### src/rtl/core/ast_pkg.sv
// Package for the argument string tokeniser: word types, parse state
// and the character and mode codes shared by the step logic and top level.
// No dependencies.
package ast_pkg;

    // Parse mode codes
    localparam logic [2:0] MODE_SKIP      = 3'd0;
    localparam logic [2:0] MODE_PLAIN     = 3'd1;
    localparam logic [2:0] MODE_QUOTE     = 3'd2;
    localparam logic [2:0] MODE_QUOTE_ESC = 3'd3;
    localparam logic [2:0] MODE_ESC_ARG   = 3'd4;
    localparam logic [2:0] MODE_DONE      = 3'd5;

    // Characters with meaning to the parser
    localparam logic [7:0] CH_SPACE  = 8'h20;
    localparam logic [7:0] CH_TAB    = 8'h09;
    localparam logic [7:0] CH_DQUOTE = 8'h22;
    localparam logic [7:0] CH_SQUOTE = 8'h27;
    localparam logic [7:0] CH_BSLASH = 8'h5C;
    localparam logic [7:0] CH_NUL    = 8'h00;

    // Configuration register indexes
    localparam logic [7:0] REG_MAX_ARGS   = 8'd0;
    localparam logic [7:0] REG_TERMINATOR = 8'd1;

    localparam logic [7:0] MAX_ARGS_RESET   = 8'd16;
    localparam logic [7:0] TERMINATOR_RESET = 8'd10;

    typedef struct packed {
        logic       first_byte;
        logic [7:0] char_byte;
    } in_word_t;

    typedef struct packed {
        logic [7:0] out_byte;
        logic       arg_start;
        logic [7:0] arg_index;
        logic       parse_done;
        logic [7:0] arg_count;
    } out_word_t;

    typedef struct packed {
        logic [2:0] mode;
        logic [7:0] open_quote;
        logic [7:0] args_found;
    } parse_state_t;

endpackage

### src/rtl/core/argument_string_tokenizer_top.sv
// Argument string tokeniser, top level: input register, parse state,
// result register and configuration registers. Depends on ast_pkg, ast_step.
// A word passes from the input register to the result register, moving on only
// when the result register is empty or its word is being taken.
// Throughput: one word per cycle while m_ready keeps the output free; the parse step
// is a single pass of logic between the input register and the result register, state updated alongside.
// Reset (aresetn low, synchronous) empties both registers, clears the parse
// state and loads max_args = 16, terminator_char = 10.
module argument_string_tokenizer_top (
    input  logic                aclk,
    input  logic                aresetn,
    input  logic                s_valid,
    output logic                s_ready,
    input  ast_pkg::in_word_t   s_data,
    output logic                m_valid,
    input  logic                m_ready,
    output ast_pkg::out_word_t  m_data,
    input  logic                cfg_valid,
    output logic                cfg_ready,
    input  logic [7:0]          cfg_index,
    input  logic [7:0]          cfg_data
);
    import ast_pkg::*;

    in_word_t     in_reg;
    logic         in_valid_reg;
    out_word_t    out_reg;
    logic         out_valid_reg;
    parse_state_t state_reg;
    parse_state_t state_next;
    out_word_t    out_next;
    logic [7:0]   max_args_reg;
    logic [7:0]   term_reg;

    logic out_load;
    logic advance;
    logic s_accept;

    assign out_load  = !out_valid_reg || m_ready;
    assign advance   = in_valid_reg && out_load;
    assign s_ready   = !in_valid_reg || out_load;
    assign s_accept  = s_valid && s_ready;
    assign cfg_ready = 1'b1;
    assign m_valid   = out_valid_reg;
    assign m_data    = out_reg;

    ast_step u_step (
        .cur_state       (state_reg),
        .in_word         (in_reg),
        .max_args        (max_args_reg),
        .terminator_char (term_reg),
        .next_state      (state_next),
        .out_word        (out_next)
    );

    always_ff @(posedge aclk) begin
        if (!aresetn) begin
            in_valid_reg  <= 1'b0;
            out_valid_reg <= 1'b0;
            state_reg     <= '{mode: MODE_SKIP, open_quote: CH_NUL, args_found: 8'd0};
            max_args_reg  <= MAX_ARGS_RESET;
            term_reg      <= TERMINATOR_RESET;
        end else begin
            if (s_accept) begin
                in_valid_reg <= 1'b1;
            end else if (advance) begin
                in_valid_reg <= 1'b0;
            end
            if (out_load) begin
                out_valid_reg <= in_valid_reg;
            end
            // advance the parse state only as the word moves to the result
            if (advance) begin
                state_reg <= state_next;
            end
            if (cfg_valid && cfg_ready) begin
                if (cfg_index == REG_MAX_ARGS) begin
                    max_args_reg <= cfg_data;
                end else if (cfg_index == REG_TERMINATOR) begin
                    term_reg <= cfg_data;
                end
            end
        end
    end

    // payload registers, no reset
    always_ff @(posedge aclk) begin
        if (s_accept) begin
            in_reg <= s_data;
        end
        if (advance) begin
            out_reg <= out_next;
        end
    end

    a_reset_empty: assert property (@(posedge aclk)
        !aresetn |=> !m_valid && !in_valid_reg)
        else $error("result or input register valid after reset");

    a_start_index: assert property (@(posedge aclk) disable iff (!aresetn)
        m_valid && m_data.arg_start |-> m_data.arg_count == m_data.arg_index + 8'd1)
        else $error("argument count does not follow started index");

    a_start_live: assert property (@(posedge aclk) disable iff (!aresetn)
        m_valid && m_data.arg_start |-> !m_data.parse_done && m_data.out_byte != CH_NUL)
        else $error("argument started on a stop byte");

    a_count_mono: assert property (@(posedge aclk) disable iff (!aresetn)
        advance && !in_reg.first_byte |=> state_reg.args_found >= $past(state_reg.args_found))
        else $error("argument count fell within a string");

    a_stall_state: assert property (@(posedge aclk) disable iff (!aresetn)
        !advance |=> $stable(state_reg))
        else $error("parse state moved without a word advancing");

endmodule

### src/rtl/core/ast_step.sv
// Combinational step of the tokeniser: one input word and the current
// parse state give the result word and the next parse state.
// Depends on ast_pkg.
module ast_step (
    input  ast_pkg::parse_state_t cur_state,
    input  ast_pkg::in_word_t     in_word,
    input  logic [7:0]            max_args,
    input  logic [7:0]            terminator_char,
    output ast_pkg::parse_state_t next_state,
    output ast_pkg::out_word_t    out_word
);
    import ast_pkg::*;

    parse_state_t st;
    logic [7:0]   b;
    logic         is_sep;
    logic         skip_here;

    assign b      = in_word.char_byte;
    assign is_sep = (b == CH_SPACE) || (b == CH_TAB);

    always_comb begin
        // start of a new string clears the state before this byte
        if (in_word.first_byte) begin
            st = '{mode: MODE_SKIP, open_quote: CH_NUL, args_found: 8'd0};
        end else begin
            st = cur_state;
        end

        next_state = st;
        skip_here  = 1'b0;
        out_word   = '{out_byte: b, arg_start: 1'b0, arg_index: 8'd0,
                       parse_done: 1'b0, arg_count: 8'd0};

        unique case (st.mode)
            MODE_SKIP: begin
                skip_here = 1'b1;
            end
            MODE_PLAIN: begin
                if (b == CH_NUL || is_sep || b == terminator_char) begin
                    skip_here = 1'b1;
                end
            end
            MODE_ESC_ARG: begin
                if (b == CH_NUL) begin
                    skip_here = 1'b1;
                end else begin
                    next_state.mode = MODE_SKIP;
                end
            end
            MODE_QUOTE: begin
                if (b == CH_NUL) begin
                    skip_here = 1'b1;
                end else if (b == st.open_quote) begin
                    next_state.mode = MODE_SKIP;
                end else if (b == CH_BSLASH) begin
                    next_state.mode = MODE_QUOTE_ESC;
                end
            end
            MODE_QUOTE_ESC: begin
                if (b == CH_NUL) begin
                    skip_here = 1'b1;
                end else begin
                    next_state.mode = MODE_QUOTE;
                end
            end
            default: begin
                // done, and the unused codes behave as done
                next_state.mode = MODE_DONE;
            end
        endcase

        if (skip_here) begin
            next_state.mode = MODE_SKIP;
            if (st.args_found >= max_args || b == CH_NUL || b == terminator_char) begin
                out_word.out_byte = CH_NUL;
                next_state.mode   = MODE_DONE;
            end else if (is_sep) begin
                out_word.out_byte = CH_NUL;
            end else begin
                out_word.arg_start    = 1'b1;
                out_word.arg_index    = st.args_found;
                next_state.args_found = st.args_found + 8'd1;
                if (b == CH_DQUOTE || b == CH_SQUOTE) begin
                    next_state.open_quote = b;
                    next_state.mode       = MODE_QUOTE;
                end else if (b == CH_BSLASH) begin
                    next_state.mode = MODE_ESC_ARG;
                end else begin
                    next_state.mode = MODE_PLAIN;
                end
            end
        end

        out_word.parse_done = (next_state.mode == MODE_DONE);
        out_word.arg_count  = next_state.args_found;
    end

endmodule

### config.mk
export PLATFORM = sky130hd
export DESIGN_NAME = argument_string_tokenizer_top
export DESIGN_NICKNAME = d
export VERILOG_FILES = /design/src/rtl/core/ast_pkg.sv /design/src/rtl/core/argument_string_tokenizer_top.sv /design/src/rtl/core/ast_step.sv
export SDC_FILE = /design/constraint.sdc
export NUM_CORES = 1
export LEC_CHECK = 0
export BUFFER_PORTS_ARGS = -buffer_cell sky130_fd_sc_hd__buf_2
export CAP_MARGIN = 5
export CELL_PAD_IN_SITES_DETAIL_PLACEMENT = 0
export CELL_PAD_IN_SITES_GLOBAL_PLACEMENT = 1
export CORE_MARGIN = 4
export CORE_UTILIZATION = 30
export DETAILED_ROUTE_END_ITERATION = 10
export PLACE_DENSITY = 0.65
export RECOVER_POWER = 50
export SLEW_MARGIN = 20
export SYNTH_ARGS = -nofsm -noshare
export SYNTH_HDL_FRONTEND = slang
export SYNTH_SLANG_ARGS = --single-unit
### constraint.sdc
create_clock -name aclk -period 7.7 [get_ports aclk]
set_clock_uncertainty 0.15 [all_clocks]
set_input_delay 0.385 -clock aclk [delete_from_list [all_inputs] [get_ports aclk]]
set_output_delay 0.385 -clock aclk [all_outputs]
set_load 0.01 [all_outputs]
==> impl_metrics.prom, run 1 <==
# TYPE chip_impl_metric gauge
chip_impl_info{name="outcome",value="finished clean"} 1
chip_impl_metric{name="fill_cell_count",unit=""} 1268
chip_impl_metric{name="cts_htree_levels",unit=""} 3
chip_impl_metric{name="die_h",unit="um"} 120
chip_impl_info{name="cp_common_cell",value="sky130_fd_sc_hd__and3_1"} 1
chip_impl_metric{name="timing.critical_path.required",unit="ps"} 7770
chip_impl_metric{name="instances_no_fill",unit=""} 575
chip_impl_metric{name="holdWs",unit="ps"} 75.8
chip_impl_metric{name="post_synth.cell_area_avg",unit="um2"} 10.6
chip_impl_metric{name="numPlacedInstances",unit=""} 559
chip_impl_metric{name="synth_seq_cells",unit=""} 72
chip_impl_metric{name="initial_utilization",unit="%"} 30.8
chip_impl_metric{name="drt_pre_antenna_iters",unit=""} 4
chip_impl_metric{name="maxCapViolCount",unit=""} 0
chip_impl_metric{name="highest_attainable_clock_frequency",unit="MHz"} 288
chip_impl_metric{name="cts.repair.resized",unit=""} 0
chip_impl_metric{name="slew_viols_final",unit=""} 0
chip_impl_metric{name="track_usage",unit="%"} 12.7
chip_impl_metric{name="synth-async-reset-ratio",unit="%"} 0
chip_impl_metric{name="slowest_delay",unit="ps"} 1120
chip_impl_metric{name="irDropWorstVdd",unit="mV"} 0.0784
chip_impl_metric{name="wl_met1",unit="mm"} 4.36
chip_impl_info{name="timing.critical_path.from_type",value="flop"} 1
chip_impl_info{name="clock-root-buffer",value="sky130_fd_sc_hd__clkbuf_16"} 1
chip_impl_metric{name="synth.lib_cells_used.distinct",unit=""} 73
chip_impl_metric{name="clock_tree.buffer_depth",unit=""} 2
chip_impl_metric{name="hpwl",unit="mm"} 6.20
chip_impl_metric{name="worstPathMaxFanout",unit=""} 33
chip_impl_metric{name="syn-instance-count",unit=""} 353
chip_impl_metric{name="wl_met2",unit="mm"} 3.74
chip_impl_info{name="critical-path-slowest-cell",value="sky130_fd_sc_hd__inv_1"} 1
chip_impl_info{name="hold_removal_path_class",value="input port to flop"} 1
chip_impl_metric{name="seq_area_frac_synth",unit="%"} 48.0
chip_impl_metric{name="global_route.overflow_total",unit=""} 0
chip_impl_metric{name="mappedNetlistArea",unit="um2"} 3730
chip_impl_metric{name="final_net_count",unit=""} 440
chip_impl_metric{name="grt_antenna_before_repair",unit=""} 0
chip_impl_metric{name="clk_pin_slew",unit="ps"} 60
chip_impl_metric{name="ant_nets",unit=""} 0
chip_impl_metric{name="cp_data_arrival_time",unit="ps"} 3540
chip_impl_metric{name="post-cts-setup-buffers",unit=""} 0
chip_impl_metric{name="wire_length_of_the_first_global_routing_pass",unit="mm"} 14.2
chip_impl_metric{name="post-route-period-util",unit="%"} 45.0
chip_impl_metric{name="setup_viol",unit=""} 0
chip_impl_info{name="critical_path_class",value="flop to flop"} 1
chip_impl_metric{name="synth-edff-count",unit=""} 35
chip_impl_metric{name="dr.first_iter.drc_count",unit=""} 121
chip_impl_metric{name="cts.sink_count",unit=""} 72
chip_impl_metric{name="max_slew_margin",unit="%"} 16.6
chip_impl_metric{name="finalCriticalPeriod",unit="ps"} 3470
chip_impl_metric{name="viasPerCell",unit=""} 4.80
chip_impl_metric{name="powerDensity",unit="nW/um2"} 209
chip_impl_metric{name="largest_reg_flops",unit=""} 26
chip_impl_metric{name="buffer_ports.inserted",unit=""} 57
chip_impl_metric{name="die_area",unit="um2"} 14300
chip_impl_metric{name="diodes",unit=""} 0
chip_impl_info{name="final_common_cell",value="sky130_fd_sc_hd__dfxtp_1"} 1
chip_impl_metric{name="first_global_vias",unit=""} 2739
chip_impl_metric{name="route.detailed.drc",unit=""} 0
chip_impl_info{name="setup.worst_path.end_class",value="flop"} 1
chip_impl_metric{name="wl_per_cell",unit="um"} 15.1
chip_impl_info{name="cell_breakdown_of_the_critical_path",value="nor2b_1 -> nand2b_1 -> inv_1 -> and3_1 -> nand4_1 -> and2_1 -> and3_1"} 1
chip_impl_metric{name="grt_max_degree",unit=""} 34
chip_impl_metric{name="routed-via-count",unit=""} 2761
chip_impl_metric{name="hold_viol_final",unit=""} 0
chip_impl_metric{name="cts_buffers",unit=""} 9
chip_impl_metric{name="final_util",unit="%"} 36.2
chip_impl_metric{name="syn_to_final_growth",unit="%"} 17.5
chip_impl_info{name="synthFlopType",value="sky130_fd_sc_hd__dfxtp_1"} 1
chip_impl_info{name="cts_tree",value="yes"} 1
chip_impl_info{name="setup_repair_after_global_routing_missed_its_margin",value="no"} 1
chip_impl_metric{name="core",unit="um2"} 12100
chip_impl_metric{name="slew_worst_pin",unit="ps"} 1250
chip_impl_metric{name="ratio_of_cells_with_drive_above_1_in_the_final_layout",unit="%"} 16.5
chip_impl_metric{name="boundaryPins",unit=""} 59
chip_impl_metric{name="static-leakage-power",unit="nW"} 1.67
chip_impl_metric{name="number_of_hold_buffers_added_after_cts",unit=""} 0
chip_impl_info{name="most-common-layout-cells",value="37 x sky130_fd_sc_hd__dfxtp_1, 35 x sky130_fd_sc_hd__edfxtp_1, 33 x sky130_fd_sc_hd__nor2_1, 31 x sky130_fd_sc_hd__clkbuf_1, 28 x sky130_fd_sc_hd__buf_2"} 1
chip_impl_metric{name="synthesis.yosys.warnings",unit=""} 0
chip_impl_metric{name="floorplan.rows",unit=""} 40
chip_impl_metric{name="insertion_delay",unit="ps"} 340
chip_impl_metric{name="totalWireLength",unit="mm"} 8.68
chip_impl_metric{name="detailroute.wirelength.met3",unit="um"} 446
chip_impl_metric{name="gp_congestion",unit=""} 0.809
chip_impl_info{name="route.top_layer_used",value="met4"} 1
chip_impl_metric{name="width_of_the_die",unit="um"} 120
chip_impl_metric{name="mappedNetlistNets",unit=""} 391
chip_impl_metric{name="fin_setup_tns",unit="ps"} 0
cell usage after synthesis, drive strengths merged (2+ instances only):
cell	instances	share of area (%)
edfxtp	35	28
nor4b	5	1.2
inv	14	1.4
xnor2	10	2.3
o211ai	6	1.6
mux2i	15	4.0
nor3b	2	0.40
nand4b	3	0.70
nor4	7	1.8
and3b	2	0.50
ha	8	2.7
a211oi	3	0.60
a21oi	9	1.2
nand2	25	2.8
a22oi	2	0.77
dfxtp	37	20
nand2b	5	0.84
a41oi	2	0.67
a21o	2	0.40
buf	13	2.5
nor2b	6	1.0
and2b	2	0.50
nand4	2	0.34
and3	11	2.0
xor2	11	2.6
nand3	10	1.7
or4	3	0.70
and4	2	0.47
clkbuf	5	0.50
nor3	6	0.94
o311a	2	0.84
o21ai	12	1.7
nor2	34	3.6
or3	3	0.50
and2	18	3.0
a32oi	3	0.70
path summary, 6_finish.rpt:
| check | depth (start not counted) | slack, ps | startpoint | endpoint |
|---|---|---|---|---|
| min reg2reg | 2 | 340 | max_args_reg[6] | max_args_reg[6] |
| min | 1 | 80 | s_data[4] | in_reg[4] |
| max reg2reg | 7 | 4230 | m_valid | state_reg[14] |
| max | 7 | 4230 | m_valid | state_reg[14] |
critical path: cells and delay by family (launching register included):
family | cells | cell delay [ps]
buffers and inverters | 1 | 1120
and+or+nand+nor | 6 | 1770
DFF | 1 | 310
cells by family after synthesis:
logic type	Yosys count	share of synthesized area, %
flip-flops	72	48.0
AO/OA/AOI/OAI	53	11.7
adder cells (fa/ha/maj)	8	2.68
XOR/XNOR	21	4.93
other	1	0.101
multiplexers	15	4.03
buffers and inverters	33	4.63
AND/OR/NAND/NOR	150	23.9
through the flow:
stage	setup WS (ps)	area (um2)	power [W]
3_3_place_gp	4300	4110	0.000498
4_1_cts	4220	4420	0.000928
6_report	4230	4380	0.000915
5_1_grt	3930	4380	0.000950
2_1_floorplan	4480	3730	0.000475
3_5_place_dp	4230	4110	0.000499
area by class of cell:
class                           count  area, um2  area share, %
Inverter                           14       52.6           1.20
Sequential cell                    72       1790           40.9
Clock buffer                       15        310           7.08
Multi-Input combinational cell    248       1760           40.2
Clock inverter                      1       5.00          0.114
Tap cell                          168        210           4.80
Timing Repair Buffer               57        249           5.68
report_power, final:
group | internal (W) | total [W] | switching [W]
registers | 0.000415 | 0.000429 | 0.0000140
clock network | 0.000275 | 0.000426 | 0.000151
logic | 0.0000220 | 0.0000598 | 0.0000377
total | 0.000712 | 0.000915 | 0.000203
per-layer routing:
metal | vias up | GRT usage (%)
met3 | 10 | 3.02
met1 | 1315 | 17.6
li1 | 1371 | -
met5 | - | 0
met4 | 0 | 5.37
met2 | 65 | 18.8
(Power assumes the default switching activity.)
==> run 2: changes to the inputs <==
--- a/config.mk
+++ b/config.mk
@@ -5,6 +5,7 @@
 export SDC_FILE = /design/constraint.sdc
 export NUM_CORES = 1
 export LEC_CHECK = 0
+export ABC_AREA = 1
 export BUFFER_PORTS_ARGS = -buffer_cell sky130_fd_sc_hd__buf_2
 export CAP_MARGIN = 5
 export CELL_PAD_IN_SITES_DETAIL_PLACEMENT = 0
@@ -12,7 +13,7 @@
 export CORE_MARGIN = 4
 export CORE_UTILIZATION = 30
 export DETAILED_ROUTE_END_ITERATION = 10
-export PLACE_DENSITY = 0.65
+export PLACE_DENSITY = 0.68
 export RECOVER_POWER = 50
 export SLEW_MARGIN = 20
 export SYNTH_ARGS = -nofsm -noshare
==> constraint.sdc (replaced) <==
create_clock -name aclk -period 3.2 [get_ports aclk]
set_clock_uncertainty 0.15 [all_clocks]
set_input_delay 0.16 -clock aclk [delete_from_list [all_inputs] [get_ports aclk]]
set_output_delay 0.16 -clock aclk [all_outputs]
set_load 0.01 [all_outputs]
==> run 2 against run 1 <==
- global-route usage up 1.6 points
- worst hold slack better by 140 ps
- worst setup slack worse by 3700 ps
- die area up 6.2%
- sequential cell count unchanged
- clock power rose to 2.7 times the previous value
- first-iteration DRC count up 69%
- largest cell class unchanged
==> impl_metrics.prom, run 2 <==
# TYPE chip_impl_metric gauge
chip_impl_metric{name="routed-via-count",unit=""} 3496
chip_impl_metric{name="final_util",unit="%"} 38.4
chip_impl_metric{name="die_h",unit="um"} 123
chip_impl_metric{name="static-leakage-power",unit="nW"} 2.21
chip_impl_metric{name="cp_data_arrival_time",unit="ps"} 2840
chip_impl_metric{name="placedInstanceArea",unit="um2"} 4410
chip_impl_metric{name="hold_viol_final",unit=""} 0
chip_impl_metric{name="highest_attainable_clock_frequency",unit="MHz"} 369
chip_impl_metric{name="slew_viols_final",unit=""} 0
chip_impl_metric{name="powerDensity",unit="nW/um2"} 508
chip_impl_metric{name="clock_tree.buffer_depth",unit=""} 2
chip_impl_metric{name="slew_worst_pin",unit="ps"} 1080
chip_impl_info{name="final_common_cell",value="sky130_fd_sc_hd__nand2_1"} 1
chip_impl_metric{name="wl_per_cell",unit="um"} 12.9
chip_impl_metric{name="design_area",unit="um2"} 4910
chip_impl_metric{name="use_met3",unit="%"} 3.57
chip_impl_metric{name="initial_utilization",unit="%"} 31.1
chip_impl_metric{name="route.detailed.drc",unit=""} 0
chip_impl_info{name="synth_top_area_cell",value="sky130_fd_sc_hd__edfxtp_1"} 1
chip_impl_metric{name="grtUsageMet1",unit="%"} 17.8
chip_impl_info{name="yosys.cell_count.top_type",value="sky130_fd_sc_hd__nand2_1"} 1
chip_impl_metric{name="clk_pin_slew",unit="ps"} 60
chip_impl_metric{name="viasPerCell",unit=""} 4.44
chip_impl_metric{name="multiInputGateArea",unit="um2"} 1790
chip_impl_metric{name="grt_antenna_before_repair",unit=""} 0
chip_impl_metric{name="cts_buffers",unit=""} 9
chip_impl_metric{name="hpwl",unit="mm"} 7.58
chip_impl_metric{name="track_usage",unit="%"} 14.3
chip_impl_info{name="timing.critical_path.from_type",value="input port"} 1
chip_impl_metric{name="seq_area_frac_synth",unit="%"} 45.1
chip_impl_metric{name="holdWs",unit="ps"} 217
chip_impl_metric{name="wire_length_of_the_first_global_routing_pass",unit="mm"} 16.6
chip_impl_info{name="hold_removal_path_class",value="input port to flop"} 1
chip_impl_metric{name="timing.critical_path.required",unit="ps"} 3330
chip_impl_metric{name="synth.lib_cells_used.distinct",unit=""} 38
chip_impl_metric{name="gp_congestion",unit=""} 0.855
chip_impl_metric{name="diodes",unit=""} 0
chip_impl_metric{name="hold_depth",unit=""} 3
chip_impl_metric{name="fin_total_pwr",unit="W"} 0.00249
chip_impl_info{name="regToRegEndpoint",value="state_reg[15]"} 1
chip_impl_metric{name="largest_reg_flops",unit=""} 26
chip_impl_metric{name="worstPathMaxFanout",unit=""} 44
chip_impl_metric{name="ant_nets",unit=""} 0
chip_impl_metric{name="number_of_cells_on_the_worst_reg_to_reg_path",unit=""} 14
chip_impl_metric{name="setup_viol",unit=""} 0
chip_impl_metric{name="floorplan.rows",unit=""} 41
chip_impl_metric{name="grt_max_degree",unit=""} 45
chip_impl_metric{name="max_slew_margin",unit="%"} 27.7
chip_impl_metric{name="fill_cell_count",unit=""} 1347
chip_impl_metric{name="totalWireLength",unit="mm"} 10.2
chip_impl_info{name="hold-path-endpoint",value="state_reg[12]"} 1
chip_impl_metric{name="fin_setup_tns",unit="ps"} 0
chip_impl_metric{name="buffer_ports.inserted",unit=""} 57
chip_impl_metric{name="synth-async-reset-ratio",unit="%"} 0
chip_impl_info{name="synth.cells.most_frequent",value="169 x sky130_fd_sc_hd__nand2_1, 61 x sky130_fd_sc_hd__inv_1, 53 x sky130_fd_sc_hd__nor2_1"} 1
chip_impl_metric{name="synth.top_cell.area_share",unit="%"} 26.4
chip_impl_metric{name="cts.sink_count",unit=""} 72
chip_impl_info{name="outcome",value="finished clean"} 1
chip_impl_info{name="setup.worst_path.end_class",value="flop"} 1
chip_impl_metric{name="width_of_the_die",unit="um"} 123
chip_impl_info{name="rr_startpoint",value="in_reg[8]"} 1
chip_impl_info{name="busiest_layer",value="met2"} 1
chip_impl_info{name="cts_tree",value="yes"} 1
chip_impl_metric{name="synthesis.yosys.warnings",unit=""} 0
chip_impl_metric{name="mappedNetlistArea",unit="um2"} 3980
chip_impl_metric{name="maxCapViolCount",unit=""} 0
chip_impl_metric{name="syn-instance-count",unit=""} 532
chip_impl_metric{name="ratio_of_cells_with_drive_above_1_in_the_final_layout",unit="%"} 15.1
chip_impl_info{name="synthFlopType",value="sky130_fd_sc_hd__dfxtp_1"} 1
chip_impl_metric{name="synth-edff-count",unit=""} 35
chip_impl_metric{name="cts.repair.resized",unit=""} 0
chip_impl_metric{name="insertion_delay",unit="ps"} 340
chip_impl_info{name="ys_top_cells_by_area",value="sky130_fd_sc_hd__edfxtp_1 26%, sky130_fd_sc_hd__dfxtp_1 19%, sky130_fd_sc_hd__nand2_1 16%, sky130_fd_sc_hd__inv_1 5.8%, sky130_fd_sc_hd__nor2_1 5.0%"} 1
chip_impl_metric{name="irDropWorstVdd",unit="mV"} 0.333
chip_impl_metric{name="finalCriticalPeriod",unit="ps"} 2710
chip_impl_metric{name="first_global_vias",unit=""} 3406
chip_impl_metric{name="die_area",unit="um2"} 15200
chip_impl_metric{name="syn_to_final_growth",unit="%"} 23.5
chip_impl_metric{name="core",unit="um2"} 12800
chip_impl_info{name="setup_repair_after_global_routing_missed_its_margin",value="no"} 1
chip_impl_metric{name="setup.reg_to_reg.worst_slack",unit="ps"} 520
chip_impl_info{name="most-common-layout-cells",value="169 x sky130_fd_sc_hd__nand2_1, 61 x sky130_fd_sc_hd__inv_1, 53 x sky130_fd_sc_hd__nor2_1, 37 x sky130_fd_sc_hd__dfxtp_1, 35 x sky130_fd_sc_hd__edfxtp_1"} 1
chip_impl_metric{name="global_route.overflow_total",unit=""} 0
chip_impl_info{name="critical_path_class",value="input port to flop"} 1
chip_impl_metric{name="post-route-period-util",unit="%"} 84.7
chip_impl_metric{name="seqCellArea",unit="um2"} 1790
chip_impl_metric{name="boundaryPins",unit=""} 59
chip_impl_metric{name="post_synth.cell_area_avg",unit="um2"} 7.47
chip_impl_metric{name="dr.first_iter.drc_count",unit=""} 204
chip_impl_info{name="worst_hold_startpoint",value="aresetn"} 1
chip_impl_metric{name="groute.layer.met2.usage",unit="%"} 23.5
chip_impl_metric{name="mappedNetlistNets",unit=""} 570
chip_impl_metric{name="drt_pre_antenna_iters",unit=""} 4
chip_impl_metric{name="synth_seq_cells",unit=""} 72
chip_impl_metric{name="final_net_count",unit=""} 649
chip_impl_info{name="clock-root-buffer",value="sky130_fd_sc_hd__clkbuf_16"} 1
chip_impl_metric{name="cts_htree_levels",unit=""} 3
run 2: worst max-delay path by stage:
| stage | endpoint | startpoint | cells past startpoint |
|---|---|---|---|
| finish | state_reg[15] | m_ready | 10 |
| global route | state_reg[14] | m_ready | 10 |
| CTS | state_reg[15] | in_reg[8] | 14 |
| detailed placement | state_reg[15] | in_reg[8] | 14 |
| global placement | state_reg[12] | in_reg[8] | 14 |
| floorplan | m_data[8] | in_reg[8] | 15 |
run 2: timing repair:
action	4_1_cts	5_1_grt
endpoints found under the hold margin	20	0
hold buffers	20	0
buffers inserted	0	0
run 2: per-stage QoR:
| step | cells | setup WS (ps) |
|---|---|---|
| 6_report | 788 | 488 |
| 5_1_grt | 788 | 198 |
| 4_1_cts | 788 | 536 |
| 3_5_place_dp | 752 | 542 |
| 3_3_place_gp | 752 | 597 |
| 2_1_floorplan | 532 | 651 |
run 2: routing by layer:
layer | up-vias | wire [um] | part of all wire [%]
li1 | 1840 | - | -
met1 | 1591 | 4680 | 46
met2 | 55 | 4860 | 48
met3 | 10 | 479 | 4.7
met4 | 0 | 155 | 1.5
met5 | - | 0 | 0
run 2: area by class of cell:
| cell class | instances | area share [%] |
|---|---|---|
| Inverter | 76 | 5.86 |
| Tap cell | 172 | 4.38 |
| Clock buffer | 10 | 4.66 |
| Clock inverter | 6 | 2.34 |
| Timing Repair Buffer | 82 | 9.83 |
| Sequential cell | 72 | 36.5 |
| Multi-Input combinational cell | 370 | 36.4 |
run 2: cell families after synthesis:
group	share of synthesized area, %
adder cells (fa/ha/maj)	2.52
AND/OR/NAND/NOR	31.2
XOR/XNOR	2.42
other	0.0943
flip-flops	45.1
AO/OA/AOI/OAI	8.72
buffers and inverters	9.94
run 2: report_power, final:
group          switching [W]  internal [W]
logic               0.000198      0.000101
clock network       0.000394      0.000767
registers          0.0000206       0.00101
total               0.000612       0.00188
run 2: critical path: stages:
cell and delay (ps):
sky130_fd_sc_hd__dlygate4sd3_1 530, sky130_fd_sc_hd__buf_2 120, sky130_fd_sc_hd__inv_1 60, sky130_fd_sc_hd__nand2_1 60, sky130_fd_sc_hd__nand2_1 430, sky130_fd_sc_hd__clkinv_1 140
sky130_fd_sc_hd__clkbuf_2 630, sky130_fd_sc_hd__nand4_1 420, sky130_fd_sc_hd__nand2_1 160, sky130_fd_sc_hd__nor2_1 100
==> run 3: changes to the inputs <==
==> constraint.sdc (replaced) <==
create_clock -name aclk -period 2.79 [get_ports aclk]
set_clock_uncertainty 0.15 [all_clocks]
set_input_delay 0.1395 -clock aclk [delete_from_list [all_inputs] [get_ports aclk]]
set_output_delay 0.1395 -clock aclk [all_outputs]
set_load 0.01 [all_outputs]
==> run 3 against run 2 <==
- combinational power grew 18%
- non-clock buffer count rose by 3
- first-iteration DRC count is 0.49% lower
- wire length down 0.66%
- die area is the same
- clock power is 4% higher
- sequential share of layout area is 0.065 points lower
- clock-buffer cell count did not move
- final cell count increased by 0.38%
- critical endpoint is now state_reg[5]
- largest cell class is now multi-input combinational cells
==> impl_metrics.prom, run 3 (synthesis results as in run 2) <==
# TYPE chip_impl_metric gauge
chip_impl_metric{name="cts_buffers",unit=""} 9
chip_impl_metric{name="buffer_ports.inserted",unit=""} 57
chip_impl_metric{name="wire_length_of_the_first_global_routing_pass",unit="mm"} 16.5
chip_impl_metric{name="worstPathMaxFanout",unit=""} 16
chip_impl_info{name="critical_path_class",value="flop to flop"} 1
chip_impl_info{name="regToRegEndpoint",value="state_reg[5]"} 1
chip_impl_metric{name="clock_tree.buffer_depth",unit=""} 2
chip_impl_metric{name="final.setup.worst_slack",unit="ps"} 237
chip_impl_info{name="cts_tree",value="yes"} 1
chip_impl_metric{name="routed-via-count",unit=""} 3465
chip_impl_metric{name="insertion_delay",unit="ps"} 340
chip_impl_metric{name="initial_utilization",unit="%"} 31.1
chip_impl_metric{name="timing.critical_path.required",unit="ps"} 2920
chip_impl_info{name="hold_removal_path_class",value="input port to flop"} 1
chip_impl_metric{name="hold_depth",unit=""} 2
chip_impl_metric{name="fin_setup_tns",unit="ps"} 0
chip_impl_metric{name="setup.reg_to_reg.worst_slack",unit="ps"} 240
chip_impl_metric{name="width_of_the_die",unit="um"} 123
chip_impl_metric{name="cts.sink_count",unit=""} 72
chip_impl_metric{name="gp_congestion",unit=""} 0.845
chip_impl_metric{name="slew_worst_pin",unit="ps"} 775
chip_impl_metric{name="highest_attainable_clock_frequency",unit="MHz"} 392
chip_impl_metric{name="netSwitchingFraction",unit="%"} 24.9
chip_impl_metric{name="maxCapViolCount",unit=""} 0
chip_impl_metric{name="wl_per_cell",unit="um"} 12.8
chip_impl_info{name="hold-path-endpoint",value="term_reg[3]"} 1
chip_impl_metric{name="totalWireLength",unit="mm"} 10.1
chip_impl_info{name="final_common_cell",value="sky130_fd_sc_hd__nand2_1"} 1
chip_impl_info{name="setup.worst_path.end_class",value="flop"} 1
chip_impl_metric{name="slew_viols_final",unit=""} 0
chip_impl_metric{name="boundaryPins",unit=""} 59
chip_impl_metric{name="irDropWorstVdd",unit="mV"} 0.338
chip_impl_metric{name="finalCriticalPeriod",unit="ps"} 2550
chip_impl_metric{name="share_clk_of_total_power",unit="%"} 43.9
chip_impl_metric{name="post-cts-setup-buffers",unit=""} 0
chip_impl_metric{name="die_h",unit="um"} 123
chip_impl_metric{name="drt_pre_antenna_iters",unit=""} 4
chip_impl_metric{name="route.detailed.drc",unit=""} 0
chip_impl_metric{name="floorplan.rows",unit=""} 41
chip_impl_metric{name="post-route-period-util",unit="%"} 91.5
chip_impl_metric{name="final_util",unit="%"} 38.5
chip_impl_metric{name="grt_antenna_before_repair",unit=""} 0
chip_impl_metric{name="max_slew_margin",unit="%"} 48.3
chip_impl_metric{name="ant_nets",unit=""} 0
chip_impl_info{name="clock-root-buffer",value="sky130_fd_sc_hd__clkbuf_16"} 1
chip_impl_metric{name="combinationalPowerShare",unit="%"} 12.8
chip_impl_metric{name="ratio_of_cells_with_drive_above_1_in_the_final_layout",unit="%"} 15.7
chip_impl_metric{name="static-leakage-power",unit="nW"} 2.21
chip_impl_metric{name="global_route.overflow_total",unit=""} 0
chip_impl_metric{name="track_usage",unit="%"} 14.2
chip_impl_metric{name="final_net_count",unit=""} 652
chip_impl_info{name="most-common-layout-cells",value="168 x sky130_fd_sc_hd__nand2_1, 61 x sky130_fd_sc_hd__inv_1, 52 x sky130_fd_sc_hd__nor2_1, 37 x sky130_fd_sc_hd__dfxtp_1, 35 x sky130_fd_sc_hd__edfxtp_1"} 1
chip_impl_metric{name="net-switching-power",unit="W"} 0.000684
chip_impl_info{name="timing.critical_path.from_type",value="flop"} 1
chip_impl_info{name="setup_repair_after_global_routing_missed_its_margin",value="no"} 1
chip_impl_metric{name="first_global_vias",unit=""} 3367
chip_impl_metric{name="largest_reg_flops",unit=""} 26
chip_impl_metric{name="cp_data_arrival_time",unit="ps"} 2680
chip_impl_metric{name="syn_to_final_growth",unit="%"} 23.7
chip_impl_metric{name="intPower",unit="W"} 0.00206
chip_impl_metric{name="diodes",unit=""} 0
chip_impl_metric{name="die_area",unit="um2"} 15200
chip_impl_metric{name="viasPerCell",unit=""} 4.38
chip_impl_metric{name="core",unit="um2"} 12800
chip_impl_metric{name="setup_viol",unit=""} 0
chip_impl_info{name="worst_hold_startpoint",value="aresetn"} 1
chip_impl_metric{name="dr.first_iter.drc_count",unit=""} 203
chip_impl_metric{name="powerDensity",unit="nW/um2"} 558
chip_impl_metric{name="hpwl",unit="mm"} 7.49
chip_impl_info{name="rr_startpoint",value="in_reg[8]"} 1
chip_impl_metric{name="grt_max_degree",unit=""} 32
chip_impl_metric{name="hold_viol_final",unit=""} 0
chip_impl_metric{name="sequentialPowerShare",unit="%"} 43.3
chip_impl_info{name="outcome",value="finished clean"} 1
chip_impl_metric{name="cts_htree_levels",unit=""} 3
chip_impl_metric{name="post-place-ws",unit="ps"} 197
chip_impl_metric{name="number_of_cells_on_the_worst_reg_to_reg_path",unit=""} 16
chip_impl_metric{name="clk_pin_slew",unit="ps"} 60
[run 3: layout make-up]
class | instances | area (um2)
Sequential cell | 72 | 1790
Multi-Input combinational cell | 370 | 1790
Clock buffer | 10 | 229
Timing Repair Buffer | 85 | 518
Tap cell | 172 | 215
Inverter | 76 | 288
Clock inverter | 6 | 83.8
Fill cell | 1329 | 7850
[run 3: worst max-delay path by stage]
stage	startpoint	end	slack [ps]
after floorplan	in_reg[8]	m_data[8]	240
after global placement	in_reg[8]	state_reg[12]	250
after detailed placement	in_reg[8]	state_reg[15]	200
after CTS	in_reg[8]	state_reg[15]	180
after global routing	in_reg[8]	state_reg[14]	4
final	in_reg[8]	state_reg[5]	240
[run 3: power by group through the flow]
stage	Combinational (W)	Sequential, W	Clock (W)
6_report	0.000352	0.00119	0.00121
3_3_place_gp	0.000336	0.00121	0
3_5_place_dp	0.000339	0.00121	0
4_1_cts	0.000363	0.00119	0.00124
5_1_grt	0.000397	0.00119	0.00129
2_1_floorplan	0.000226	0.00121	0
[run 3: what timing repair did]
action                                 CTS  global route
hold buffers                            20             0
setup endpoints to repair                0            20
endpoints found under the hold margin   25             0
resized for setup                        0             2
[run 3: per-layer routing]
| metal | wire [um] | vias up | GRT usage (%) |
|---|---|---|---|
| met5 | 0 | - | 0 |
| met4 | 114 | 0 | 4.78 |
| met3 | 399 | 8 | 3.25 |
| met2 | 4800 | 60 | 23.4 |
| met1 | 4790 | 1557 | 18.4 |
| li1 | - | 1840 | - |
[run 3: through the flow]
stage	hold WS [ps]	total power [W]	cells	area, um2
after floorplan	88.4	0.00144	532	3980
final	23.0	0.00274	791	4920
after detailed placement	168	0.00155	755	4440
after global routing	40.0	0.00288	791	4920
after global placement	167	0.00154	755	4440
after CTS	16.4	0.00279	791	4950
[run 3: critical path, cell delays in order, from the launching register on]
cell and delay [ps]:
sky130_fd_sc_hd__edfxtp_1 420, sky130_fd_sc_hd__inv_2 120, sky130_fd_sc_hd__nand2_1 110, sky130_fd_sc_hd__inv_1 150, sky130_fd_sc_hd__ha_1 260, sky130_fd_sc_hd__nand2_1 90
sky130_fd_sc_hd__o21bai_1 120, sky130_fd_sc_hd__nand3_1 110, sky130_fd_sc_hd__nor2_2 200, sky130_fd_sc_hd__nand2_4 180, sky130_fd_sc_hd__inv_2 190, sky130_fd_sc_hd__nand2_1 80
sky130_fd_sc_hd__nand2_1 60, sky130_fd_sc_hd__nand2_1 70, sky130_fd_sc_hd__nand3_1 80, sky130_fd_sc_hd__nand2_1 50, sky130_fd_sc_hd__inv_1 40
